File: src/hdl/fhp_pkg.sv
// ----------------------------------------------------------------------------
// fhp_pkg
// Shared types, constants and the coefficient table of the 11-tap FIR
// high-pass filter.
// ----------------------------------------------------------------------------
package fhp_pkg;

  localparam int OUT_WIDTH  = 18;
  localparam int TAP_IDX_W  = 6;
  localparam int COEF_MAX_W = 24;
  localparam int NUM_COEF   = 11;

  // Q1.15 coefficients
  localparam int COEF_Q15 [NUM_COEF] = '{
    20013, -19332, -8975, -2284, 2046, 4131, 4736, 3265, 2462, -1412, -4650
  };

  typedef struct packed {
    logic mul_en;
    logic use_x;
    logic acc_en;
    logic acc_first;
  } mac_ctl_t;

  // coefficient k rescaled to Q1.(cw-1), round half up; zero past the table
  function automatic logic signed [COEF_MAX_W-1:0] fhp_coef(
    input logic [TAP_IDX_W-1:0] k,
    input int                   cw
  );
    int c;
    int r;
    c = (int'(k) < NUM_COEF) ? COEF_Q15[int'(k)] : 0;
    if (cw >= 16) begin
      r = c <<< (cw - 16);
    end else begin
      r = (c + (1 <<< (15 - cw))) >>> (16 - cw);
    end
    return COEF_MAX_W'(r);
  endfunction

endpackage

File: src/hdl/fhp_ring.sv
// ----------------------------------------------------------------------------
// fhp_ring
// Ring of past samples: one synchronous memory with a registered read port
// and per-entry valid bits so that clear takes effect at once.
// ----------------------------------------------------------------------------
module fhp_ring #(
  parameter int DEPTH = 10,
  parameter int WIDTH = 16,
  parameter int AW    = 4
) (
  input  logic                    clk,
  input  logic                    rst,
  input  logic                    clr,
  input  logic [AW-1:0]           rd_addr,
  output logic signed [WIDTH-1:0] rd_data,
  input  logic                    wr_en,
  input  logic [AW-1:0]           wr_addr,
  input  logic signed [WIDTH-1:0] wr_data
);

  logic signed [WIDTH-1:0] mem [DEPTH];
  logic [DEPTH-1:0]        valid;
  logic signed [WIDTH-1:0] data_q;
  logic                    valid_q;

  always_ff @(posedge clk) begin
    if (wr_en) begin
      mem[wr_addr] <= wr_data;
    end
    data_q <= mem[rd_addr];
  end

  always_ff @(posedge clk) begin
    if (rst || clr) begin
      valid   <= '0;
      valid_q <= 1'b0;
    end else begin
      if (wr_en) begin
        valid[wr_addr] <= 1'b1;
      end
      valid_q <= valid[rd_addr];
    end
  end

  assign rd_data = valid_q ? data_q : '0;

endmodule

File: src/hdl/fhp_mac.sv
// ----------------------------------------------------------------------------
// fhp_mac
// Shared multiply-accumulate unit: registered product, accumulator, and
// round-to-nearest with saturation to the output width.
// ----------------------------------------------------------------------------
module fhp_mac
  import fhp_pkg::*;
#(
  parameter int SAMPLE_WIDTH = 16,
  parameter int COEF_WIDTH   = 16
) (
  input  logic                           clk,
  input  mac_ctl_t                       ctl,
  input  logic [TAP_IDX_W-1:0]           k,
  input  logic signed [SAMPLE_WIDTH-1:0] x,
  input  logic signed [SAMPLE_WIDTH-1:0] mem_data,
  output logic signed [OUT_WIDTH-1:0]    result
);

  localparam int PROD_W = SAMPLE_WIDTH + COEF_WIDTH;
  localparam int ACC_W  = PROD_W + TAP_IDX_W;
  localparam logic signed [ACC_W-1:0] HALF = ACC_W'(1) <<< (COEF_WIDTH - 2);
  localparam logic signed [ACC_W-1:0] OMAX = ACC_W'((1 <<< (OUT_WIDTH - 1)) - 1);
  localparam logic signed [ACC_W-1:0] OMIN = -ACC_W'(1 <<< (OUT_WIDTH - 1));

  logic signed [COEF_MAX_W-1:0]   coef_full;
  logic signed [COEF_WIDTH-1:0]   coef;
  logic signed [SAMPLE_WIDTH-1:0] operand;
  logic signed [PROD_W-1:0]       prod;
  logic signed [ACC_W-1:0]        acc;
  logic signed [ACC_W-1:0]        rsum;
  logic signed [ACC_W-1:0]        rsh;

  assign coef_full = fhp_coef(k, COEF_WIDTH);
  assign coef      = coef_full[COEF_WIDTH-1:0];
  assign operand   = ctl.use_x ? x : mem_data;

  always_ff @(posedge clk) begin
    if (ctl.mul_en) begin
      prod <= operand * coef;
    end
    if (ctl.acc_en) begin
      if (ctl.acc_first) begin
        acc <= ACC_W'(prod);
      end else begin
        acc <= acc + ACC_W'(prod);
      end
    end
  end

  assign rsum = acc + HALF;
  assign rsh  = rsum >>> (COEF_WIDTH - 1);

  always_comb begin
    priority if (rsh > OMAX) begin
      result = OMAX[OUT_WIDTH-1:0];
    end else if (rsh < OMIN) begin
      result = OMIN[OUT_WIDTH-1:0];
    end else begin
      result = rsh[OUT_WIDTH-1:0];
    end
  end

endmodule

File: src/hdl/fir_highpass_filter_11tap.sv
// Flow: a new beat is taken only in the idle state, after the previous filter beat has
// finished; the single multiply-accumulate unit walks the sample ring one tap a cycle.
// A clear beat gives no result.
// Reset: synchronous; empties the ring at once, no clearing pass.
// ----------------------------------------------------------------------------
// fir_highpass_filter_11tap
// Direct-form FIR high-pass filter with past samples held in a ring memory
// and a shared multiply-accumulate unit.
// ----------------------------------------------------------------------------
module fir_highpass_filter_11tap
  import fhp_pkg::*;
#(
  parameter int ORDER        = 10,
  parameter int SAMPLE_WIDTH = 16,
  parameter int COEF_WIDTH   = 16
) (
  input  logic                           clk,
  input  logic                           rst,
  input  logic                           in_valid,
  output logic                           in_ready,
  input  logic                           operation,
  input  logic signed [SAMPLE_WIDTH-1:0] sample_mv,
  output logic                           out_valid,
  input  logic                           out_ready,
  output logic signed [OUT_WIDTH-1:0]    filtered_mv
);

  localparam int AW = (ORDER > 1) ? $clog2(ORDER) : 1;
  localparam int KW = $clog2(ORDER + 1);

  typedef enum logic [3:0] {
    ST_IDLE  = 4'b0001,
    ST_RUN   = 4'b0010,
    ST_DRAIN = 4'b0100,
    ST_DONE  = 4'b1000
  } state_t;

  state_t state, state_next;

  logic signed [SAMPLE_WIDTH-1:0] x;
  logic [KW-1:0]                  cnt;
  logic [AW-1:0]                  slot;
  logic [AW-1:0]                  newest;
  logic [AW-1:0]                  newest_next;
  logic                           s1_vld, s1_last, s2_vld, s2_first, s2_last;
  logic [KW-1:0]                  s1_k;
  logic                           acc_done;
  logic                           in_beat, clr, filt;
  logic                           out_free, finish;
  logic signed [SAMPLE_WIDTH-1:0] mem_data;
  logic signed [OUT_WIDTH-1:0]    result;
  mac_ctl_t                       ctl;

  assign in_ready    = (state == ST_IDLE);
  assign in_beat     = in_valid && in_ready;
  assign clr         = in_beat && operation;
  assign filt        = in_beat && !operation;
  assign out_free    = !out_valid || out_ready;
  assign finish      = ((state == ST_DRAIN && acc_done) || state == ST_DONE) && out_free;
  assign newest_next = (newest == '0) ? AW'(ORDER - 1) : newest - 1'b1;

  always_comb begin
    state_next = state;
    unique case (state)
      ST_IDLE: begin
        if (filt) state_next = ST_RUN;
      end
      ST_RUN: begin
        if (cnt == KW'(ORDER)) state_next = ST_DRAIN;
      end
      ST_DRAIN: begin
        if (finish) state_next = ST_IDLE;
        else if (acc_done) state_next = ST_DONE;
      end
      ST_DONE: begin
        if (finish) state_next = ST_IDLE;
      end
      default: state_next = ST_IDLE;
    endcase
  end

  always_ff @(posedge clk) begin
    if (rst) begin
      state     <= ST_IDLE;
      newest    <= AW'(ORDER - 1);
      s1_vld    <= 1'b0;
      s2_vld    <= 1'b0;
      acc_done  <= 1'b0;
      out_valid <= 1'b0;
    end else begin
      state    <= state_next;
      s1_vld   <= (state == ST_RUN);
      s2_vld   <= s1_vld;
      acc_done <= s2_vld && s2_last;
      if (clr) begin
        newest <= AW'(ORDER - 1);
      end else if (finish) begin
        newest <= newest_next;
      end
      if (finish) begin
        out_valid <= 1'b1;
      end else if (out_ready) begin
        out_valid <= 1'b0;
      end
    end
  end

  always_ff @(posedge clk) begin
    if (filt) begin
      x    <= sample_mv;
      cnt  <= '0;
      slot <= newest;
    end else if (state == ST_RUN) begin
      cnt <= cnt + 1'b1;
      if (cnt != '0) begin
        slot <= (slot == AW'(ORDER - 1)) ? '0 : slot + 1'b1;
      end
    end
    s1_k     <= cnt;
    s1_last  <= (cnt == KW'(ORDER));
    s2_first <= (s1_k == '0);
    s2_last  <= s1_last;
    if (finish) begin
      filtered_mv <= result;
    end
  end

  assign ctl.mul_en    = s1_vld;
  assign ctl.use_x     = (s1_k == '0);
  assign ctl.acc_en    = s2_vld;
  assign ctl.acc_first = s2_first;

  fhp_ring #(
    .DEPTH (ORDER),
    .WIDTH (SAMPLE_WIDTH),
    .AW    (AW)
  ) u_ring (
    .clk     (clk),
    .rst     (rst),
    .clr     (clr),
    .rd_addr (slot),
    .rd_data (mem_data),
    .wr_en   (finish),
    .wr_addr (newest_next),
    .wr_data (x)
  );

  fhp_mac #(
    .SAMPLE_WIDTH (SAMPLE_WIDTH),
    .COEF_WIDTH   (COEF_WIDTH)
  ) u_mac (
    .clk      (clk),
    .ctl      (ctl),
    .k        (TAP_IDX_W'(s1_k)),
    .x        (x),
    .mem_data (mem_data),
    .result   (result)
  );

endmodule

File: config.mk
export PLATFORM = sky130hd
export DESIGN_NAME = fir_highpass_filter_11tap
export DESIGN_NICKNAME = d
export VERILOG_FILES = /design/src/hdl/fhp_pkg.sv /design/src/hdl/fhp_ring.sv /design/src/hdl/fhp_mac.sv /design/src/hdl/fir_highpass_filter_11tap.sv
export SDC_FILE = /design/constraint.sdc
export NUM_CORES = 1
export LEC_CHECK = 0
export ABC_AREA = 1
export BUFFER_PORTS_ARGS = -buffer_cell sky130_fd_sc_hd__buf_2
export CAP_MARGIN = 20
export CORE_MARGIN = 3
export CORE_UTILIZATION = 60
export CTS_BUF_LIST = sky130_fd_sc_hd__clkbuf_8
export DETAILED_ROUTE_END_ITERATION = 8
export HOLD_SLACK_MARGIN = 0.06
export PLACE_DENSITY = 0.84
export SLEW_MARGIN = 20
export SYNTH_ARGS = -nofsm -noshare
export SYNTH_HDL_FRONTEND = slang
export SYNTH_SLANG_ARGS = --single-unit
File: constraint.sdc
create_clock -name clk -period 7.5 [get_ports clk]
set_input_delay 1.125 -clock clk [delete_from_list [all_inputs] [get_ports clk]]
set_output_delay 1.125 -clock clk [all_outputs]
set_load 0.02 [all_outputs]
==> results of run 1 <==
[synth_stat cells (17+ instances only)]
cell type / count / area share [%]
a21oi_1: 78 / 1.5
a221oi_1: 27 / 0.91
clkbuf_1: 47 / 0.68
dfxtp_1: 50 / 3.9
edfxtp_1: 268 / 31
fa_1: 263 / 20
ha_1: 134 / 6.5
inv_1: 583 / 8.4
nand2_1: 718 / 10
nand3_1: 125 / 2.4
nand4_1: 21 / 0.51
nor2_1: 351 / 5.1
nor3_1: 18 / 0.35
o21ai_0: 146 / 2.8
xnor2_1: 17 / 0.57
xor2_1: 32 / 1.1
[worst max-delay path, delay by kind of cell (launching register included)]
| kind | cells | cell delay (ns) |
|---|---|---|
| buf+inv | 10 | 1.11 |
| fa+ha+maj | 8 | 3.60 |
| flops | 1 | 0.37 |
| compound gates | 1 | 0.44 |
| simple gates | 11 | 1.24 |
[what timing repair did]
item / 4_1_cts / 5_1_grt
hold buffers: 0 / 0
resized for setup: 0 / 19
endpoints found under the setup margin: 0 / 16
[flip-flops by register name (all words and copies together) (netlist names)]
register	cells
acc_done	1
cnt	4
filtered_mv	18
newest	4
out_valid	1
s1_k	4
s1_last	1
s1_vld	1
s2_first	1
s2_last	1
s2_vld	1
slot	4
state	4
u_mac.acc	38
u_mac.prod	32
u_ring.data_q	16
u_ring.mem	160
u_ring.valid	10
u_ring.valid_q	1
x	16
[worst min-delay path by stage]
| stage | endpoint | slack, ns | depth (start not counted) |
|---|---|---|---|
| after CTS | s2_last$_DFF_P_ | 0.33 | 0 |
| after detailed placement | s2_last$_DFF_P_ | 0.32 | 0 |
| final | s2_last$_DFF_P_ | 0.33 | 0 |
| after floorplan | s2_last$_DFF_P_ | 0.31 | 0 |
| after global placement | s2_last$_DFF_P_ | 0.31 | 0 |
| after global routing | s2_last$_DFF_P_ | 0.33 | 0 |
[cell usage in the layout, fill, tap and decap left out, types with 14 or more instances in the layout]
master / count
a21oi_1: 77
buf_4: 43
clkbuf_8: 58
o21bai_1: 14
dfxtp_1: 48
edfxtp_1: 268
nand3_1: 125
xnor2_1: 17
nor3_1: 15
o21ai_0: 144
ha_1: 134
a221oi_1: 27
inv_1: 595
nand2_1: 716
or2_2: 14
nand4_1: 21
buf_2: 40
xor2_1: 32
fa_1: 263
clkinv_1: 16
nor2_1: 349
[cell type report]
cell class / count / area (um2)
multi-input combinational: 2029 / 14470
fill: 3494 / 14200
sequential: 318 / 9051
inverter: 597 / 2255
clock buffer: 58 / 798.3
tap: 577 / 721.9
timing repair buffer: 87 / 589.3
clock inverter: 41 / 230.2
[logic make-up (layout without fill, tap and decap cells)]
| logic type | count (synthesis) | count (layout) | share of synthesized area (%) |
|---|---|---|---|
| AOI/OAI and AO/OA | 309 | 309 | 7.022 |
| and+or+nand+nor | 1273 | 1273 | 19.95 |
| buffers and inverters | 660 | 783 | 9.682 |
| adders and majority gates | 397 | 397 | 26.74 |
| xor gates and xnor gates | 50 | 50 | 1.759 |
| DFF | 318 | 318 | 34.85 |
[per-stage QoR]
stage	instances	hold WS, ns	setup TNS (ns)	util (%)	setup slack (ns)
2_1_floorplan	3007	0.3096	0	-	0.8101
3_3_place_gp	3607	0.3128	0	63.79	0.3701
3_5_place_dp	3607	0.3167	0	63.80	0.2858
4_1_cts	3706	0.3297	0	66.23	0.2471
5_1_grt	3707	0.3311	-0.01641	66.44	-0.01641
6_report	3707	0.3269	0	66.44	0.4917
[layer usage]
| metal | up-vias | routed length (um) | global-route usage [%] |
|---|---|---|---|
| li1 | 9597 | - | - |
| met2 | 998 | 33780 | 52.41 |
| met5 | - | 0 | 0 |
| met1 | 9976 | 28070 | 41.17 |
| met4 | 0 | 2925 | 12.57 |
| met3 | 210 | 6284 | 6.221 |
==> metrics.yaml, run 1 <==
status: "completed"
synthFlopType: "edfxtp_1"
clkLatencyLatePin_ns: 0.64
layout-drive-gt1-share_pct: 7.188
dr.pass1.iters: 6
grtUsageTotal_pct: 31.56
required_ns: 7.89
design_area_um2: 28120
critPathCaptureType: "flip-flop"
grt_first_pass_wirelength_um: 114400
layout.nets: 3504
start_util_pct: 61.35
clockBufferDepth: 3
max_stage_delay_ns: 0.55
startpoint_type: "flip-flop"
worstReg2RegStart: "s1_k[0]$_DFF_P_"
synth_edf_count: 268
hpwl_um: 55400
slew_violations: 0
crit_path_frequent_cell: "inv_1"
finClkSkew_ns: 0.02749
netlist_instances: 3007
cts_tree: "built"
wl_per_cell_um: 19.17
drc: 0
postSynth.asyncResetShare_pct: 0
chipHeight_um: 214.0
syn_nets: 3425
crit_end: "u_mac.prod[31]$_DFFE_PP_"
vias: 20780
r2r_cells: 30
drt-total-wl_um: 71070
worstHoldPathType: "reg2reg"
tightestPinTransition_ns: 1.064
period_minus_slack_ns: 7.008
setup_viol: 0
antenna_found_initial: 0
max_freq_mhz: 142.7
cap_violations: 0
relSlewSlack_pct: 29.05
cts_setup_buffers: 0
ctsHtreeMaxLevel: 2
grt.overflow.total: 0
critPathArrivalTime_ns: 7.40
port_buffers: 40
rsz0062_at_grt: "yes"
core_um2: 42320
crit_start: "s1_k[0]$_DFF_P_"
avgSynthCellArea_um2: 8.634
antennaDiodeCount: 0
die-area_um2: 45800
gp_congestion: 1.045
numCtsBuffers: 53
grt_pass1_vias: 21550
grt_max_degree: 56
yosysWarningCount: 0
area_growth_pct: 8.309
path_max_fanout: 32
r2r_slack_ns: 0.49
ys_ff_latch: 318
synth.cell_area_um2: 25960
dpl_cell_area_um2: 27000
cts_sinks: 318
clk_pin_slew_ns: 0.06
vias_per_cell: 5.606
row_count: 75
ys_seq_area_share_pct: 34.85
hp-start: "s1_last$_DFF_P_"
drt_iter0_drc: 2139
timing.final.crit_share_pct: 93.44
ios: 41
clock-root-buffer: "clkbuf_8"
ant_nets: 0
r2r-end: "u_mac.prod[31]$_DFFE_PP_"
die-width_um: 214.0
critPathSlowestCell: "fa_1"
crit_type: "reg2reg"
hold_viol_final: 0
synth_cell_types: 47
Power of run 1 is left out: the tool's default activity adds up to more than one toggle a clock period on the data nets, which glitch-free logic cannot reach.
==> run 2, diff against run 1 <==
ABC_AREA = 0   (was 1)
==> metrics.yaml, run 2 <==
antenna_found_initial: 1  # was 0
start_util_pct: 61.17  # was 61.35%
synth_top_area_share_pct: 32.89  # was 31.00%
row_count: 73  # was 75
cap_violations: 0  # unchanged
synth_top_area_cell: "edfxtp_1"  # unchanged
port_buffers: 40  # unchanged
clk_pin_slew_ns: 0.06  # about the same
synthFlopType: "edfxtp_1"  # unchanged
die-width_um: 208.0  # was 214.0 um
path_max_fanout: 10  # was 32
drt-total-wl_um: 55610  # was 71070 um
layout-drive-gt1-share_pct: 12.10  # was 7.188%
cp_num_buf_inv: 5  # was 10
ios: 41  # unchanged
pre_cts_ws_ns: -0.01788  # was 0.2858 ns
worstReg2RegStart: "s1_k[1]$_DFF_P_"  # was s1_k[0]$_DFF_P_
hpwl_um: 42740  # was 55400 um
tns_ns: 0  # unchanged
synth_area_leaders: "edfxtp_1 (33%), fa_1 (22%), ha_1 (6.9%)"  # was edfxtp_1 (31%), fa_1 (20%), nand2_1 (10%)
ant_nets: 0  # unchanged
grt_first_pass_wirelength_um: 90910  # was 114400 um
critPathSlowestCell: "fa_1"  # unchanged
crit_end: "u_mac.prod[31]$_DFFE_PP_"  # unchanged
drc: 0  # unchanged
numCtsBuffers: 51  # was 53
max_freq_mhz: 138.6  # was 142.7 MHz
dr.pass1.iters: 6  # unchanged
syn_nets: 2681  # was 3425
synth_edf_count: 268  # unchanged
r2r_slack_ns: 0.29  # was 0.49 ns
chipHeight_um: 208.0  # was 214.0 um
synth.most_common_cell: "inv_1"  # was nand2_1
slew_violations: 0  # unchanged
netlist_instances: 2263  # was 3007
ctsHtreeMaxLevel: 2  # unchanged
timing.final.crit_share_pct: 96.19  # was 93.44%
grt_pass1_vias: 17770  # was 21550
critPathCaptureType: "flip-flop"  # unchanged
fin_util_pct: 67.10  # was 66.44%
synth.cell_area_um2: 24470  # was 25960 um2
grtUsageTotal_pct: 26.37  # was 31.56%
drt_iter0_drc: 1314  # was 2139
max_stage_delay_ns: 0.57  # was 0.55 ns
crit_type: "reg2reg"  # unchanged
ys_seq_area_share_pct: 36.98  # was 34.85%
vias: 16980  # was 20780
crit_start: "s1_k[1]$_DFF_P_"  # was s1_k[0]$_DFF_P_
gp_congestion: 0.9735  # was 1.045
tightestPinTransition_ns: 0.9781  # was 1.064 ns
required_ns: 7.85  # was 7.89 ns
core_um2: 40010  # was 42320 um2
final_common_cell: "inv_1"  # was nand2_1
nFillCells: 2882  # was 3494
wl_per_cell_um: 18.86  # was 19.17 um
largest_register_ff_count: 160  # unchanged
status: "completed"  # unchanged
relSlewSlack_pct: 34.72  # was 29.05%
postSynth.asyncResetShare_pct: 0  # unchanged
critPathArrivalTime_ns: 7.57  # was 7.40 ns
grt.overflow.total: 0  # unchanged
yosysWarningCount: 0  # unchanged
cp_num_cells: 27  # was 30
largestRegisters: "u_ring.mem: 160 flops, u_mac.acc: 38 flops, u_mac.prod: 32 flops"  # unchanged
area_growth_pct: 9.684  # was 8.309%
setup_ws_ns: 0.2860  # was 0.4917 ns
ys_ff_latch: 318  # unchanged
hold_viol_final: 0  # unchanged
clock-root-buffer: "clkbuf_8"  # unchanged
r2r_cells: 27  # was 30
finClkSkew_ns: 0.02601  # was 0.02749 ns
period_minus_slack_ns: 7.214  # was 7.008 ns
clkLatencyLatePin_ns: 0.63  # was 0.64 ns
crit_path_frequent_cell: "fa_1"  # was inv_1
r2r-end: "u_mac.prod[31]$_DFFE_PP_"  # unchanged
synthTopCellsByCount: "inv_1 (371), edfxtp_1 (268), fa_1 (263)"  # was nand2_1 (718), inv_1 (583), nor2_1 (351)
regMostFlops: "u_ring.mem"  # unchanged
vias_per_cell: 5.761  # was 5.606
synth_cell_types: 77  # was 47
cts_tree: "built"  # unchanged
multi_input_area_um2: 13860  # was 14470 um2
avgSynthCellArea_um2: 10.81  # was 8.634 um2
layout.nets: 2799  # was 3504
cts_sinks: 318  # unchanged
final_cell_mix: "inv_1 (390), edfxtp_1 (268), fa_1 (259)"  # was nand2_1 (716), inv_1 (595), nor2_1 (349)
grt_max_degree: 81  # was 56
crit_family: "adder cells"  # unchanged
setup_viol: 0  # unchanged
regArea_um2: 9051  # unchanged
die-area_um2: 43250  # was 45800 um2
startpoint_type: "flip-flop"  # unchanged
worstHoldPathType: "reg2reg"  # unchanged
clockBufferDepth: 3  # unchanged
## run 2: final cells by class
type                    count  share of cell area [%]
diodes                      1                0.009323
inverters                 373                   5.230
flip-flops and latches    318                   33.72
clock buffers              52                   2.666
repair buffers            137                   3.519
clock inverters            42                  0.7598
well taps                 525                   2.447
multi-input cells        1500                   51.65
## run 2: metal layers
| layer | wire, um | GRT usage [%] |
|---|---|---|
| met1 | 23260 | 35.78 |
| met2 | 26660 | 43.83 |
| met3 | 4075 | 4.524 |
| met4 | 1609 | 8.719 |
| met5 | 0 | 0 |
## run 2: logic make-up (layout without fill, tap and decap cells)
| kind of cell | count (synthesis) | count (layout) | synth area share, % |
|---|---|---|---|
| AO/OA/AOI/OAI | 381 | 381 | 10.05 |
| XOR/XNOR | 72 | 72 | 2.577 |
| adder cells (fa/ha/maj) | 397 | 397 | 28.37 |
| buffers and inverters | 445 | 604 | 6.841 |
| flip-flops | 318 | 318 | 36.98 |
| multiplexers | 63 | 63 | 4.336 |
| other | 0 | 1 | 0 |
| AND/OR/NAND/NOR | 587 | 587 | 10.86 |
## run 2: worst register-to-register path, cell delays in order (launching register included)
cell and delay, ns:
dfxtp_1 0.31, buf_4 0.17, ha_1 0.21, nor2_2 0.14, nand2_2 0.13, a21oi_2 0.17, a21o_1 0.18, buf_4 0.23
nand2_1 0.10, fa_1 0.54, inv_1 0.05, fa_1 0.50, fa_1 0.57, fa_1 0.43, fa_1 0.49, inv_1 0.05
fa_1 0.52, inv_1 0.04, ha_1 0.39, and3_1 0.25, a2111oi_1 0.37, nor2_1 0.11, nand2_1 0.13, o21ba_2 0.16
a21oi_1 0.07, a21o_1 0.23, a311oi_2 0.28, xnor2_1 0.11
## run 2: worst min-delay path by stage
stage | startpoint | endpoint | slack, ns | depth (start not counted)
after floorplan | s1_last$_DFF_P_ | s2_last$_DFF_P_ | 0.31 | 0
after global routing | s1_last$_DFF_P_ | s2_last$_DFF_P_ | 0.34 | 0
after global placement | s1_last$_DFF_P_ | s2_last$_DFF_P_ | 0.31 | 0
final | s1_last$_DFF_P_ | s2_last$_DFF_P_ | 0.32 | 0
after detailed placement | s1_last$_DFF_P_ | s2_last$_DFF_P_ | 0.32 | 0
after CTS | s1_last$_DFF_P_ | s2_last$_DFF_P_ | 0.33 | 0
## run 2: stage by stage
step	cells	hold slack, ns	area, um2
finish	2948	0.3249	26840
global route	2948	0.3362	26840
CTS	2938	0.3253	26660
detailed placement	2844	0.3164	25730
global placement	2844	0.3118	25730
floorplan	2263	0.3096	24470
## run 2: repair_timing
action / CTS / global route
hold buffers: 0 / 0
pin swaps: 0 / 4
setup endpoints to repair: 1 / 9
setup buffers: 0 / 9
resized for setup: 2 / 31
Power of run 2 is left out for the same reason.
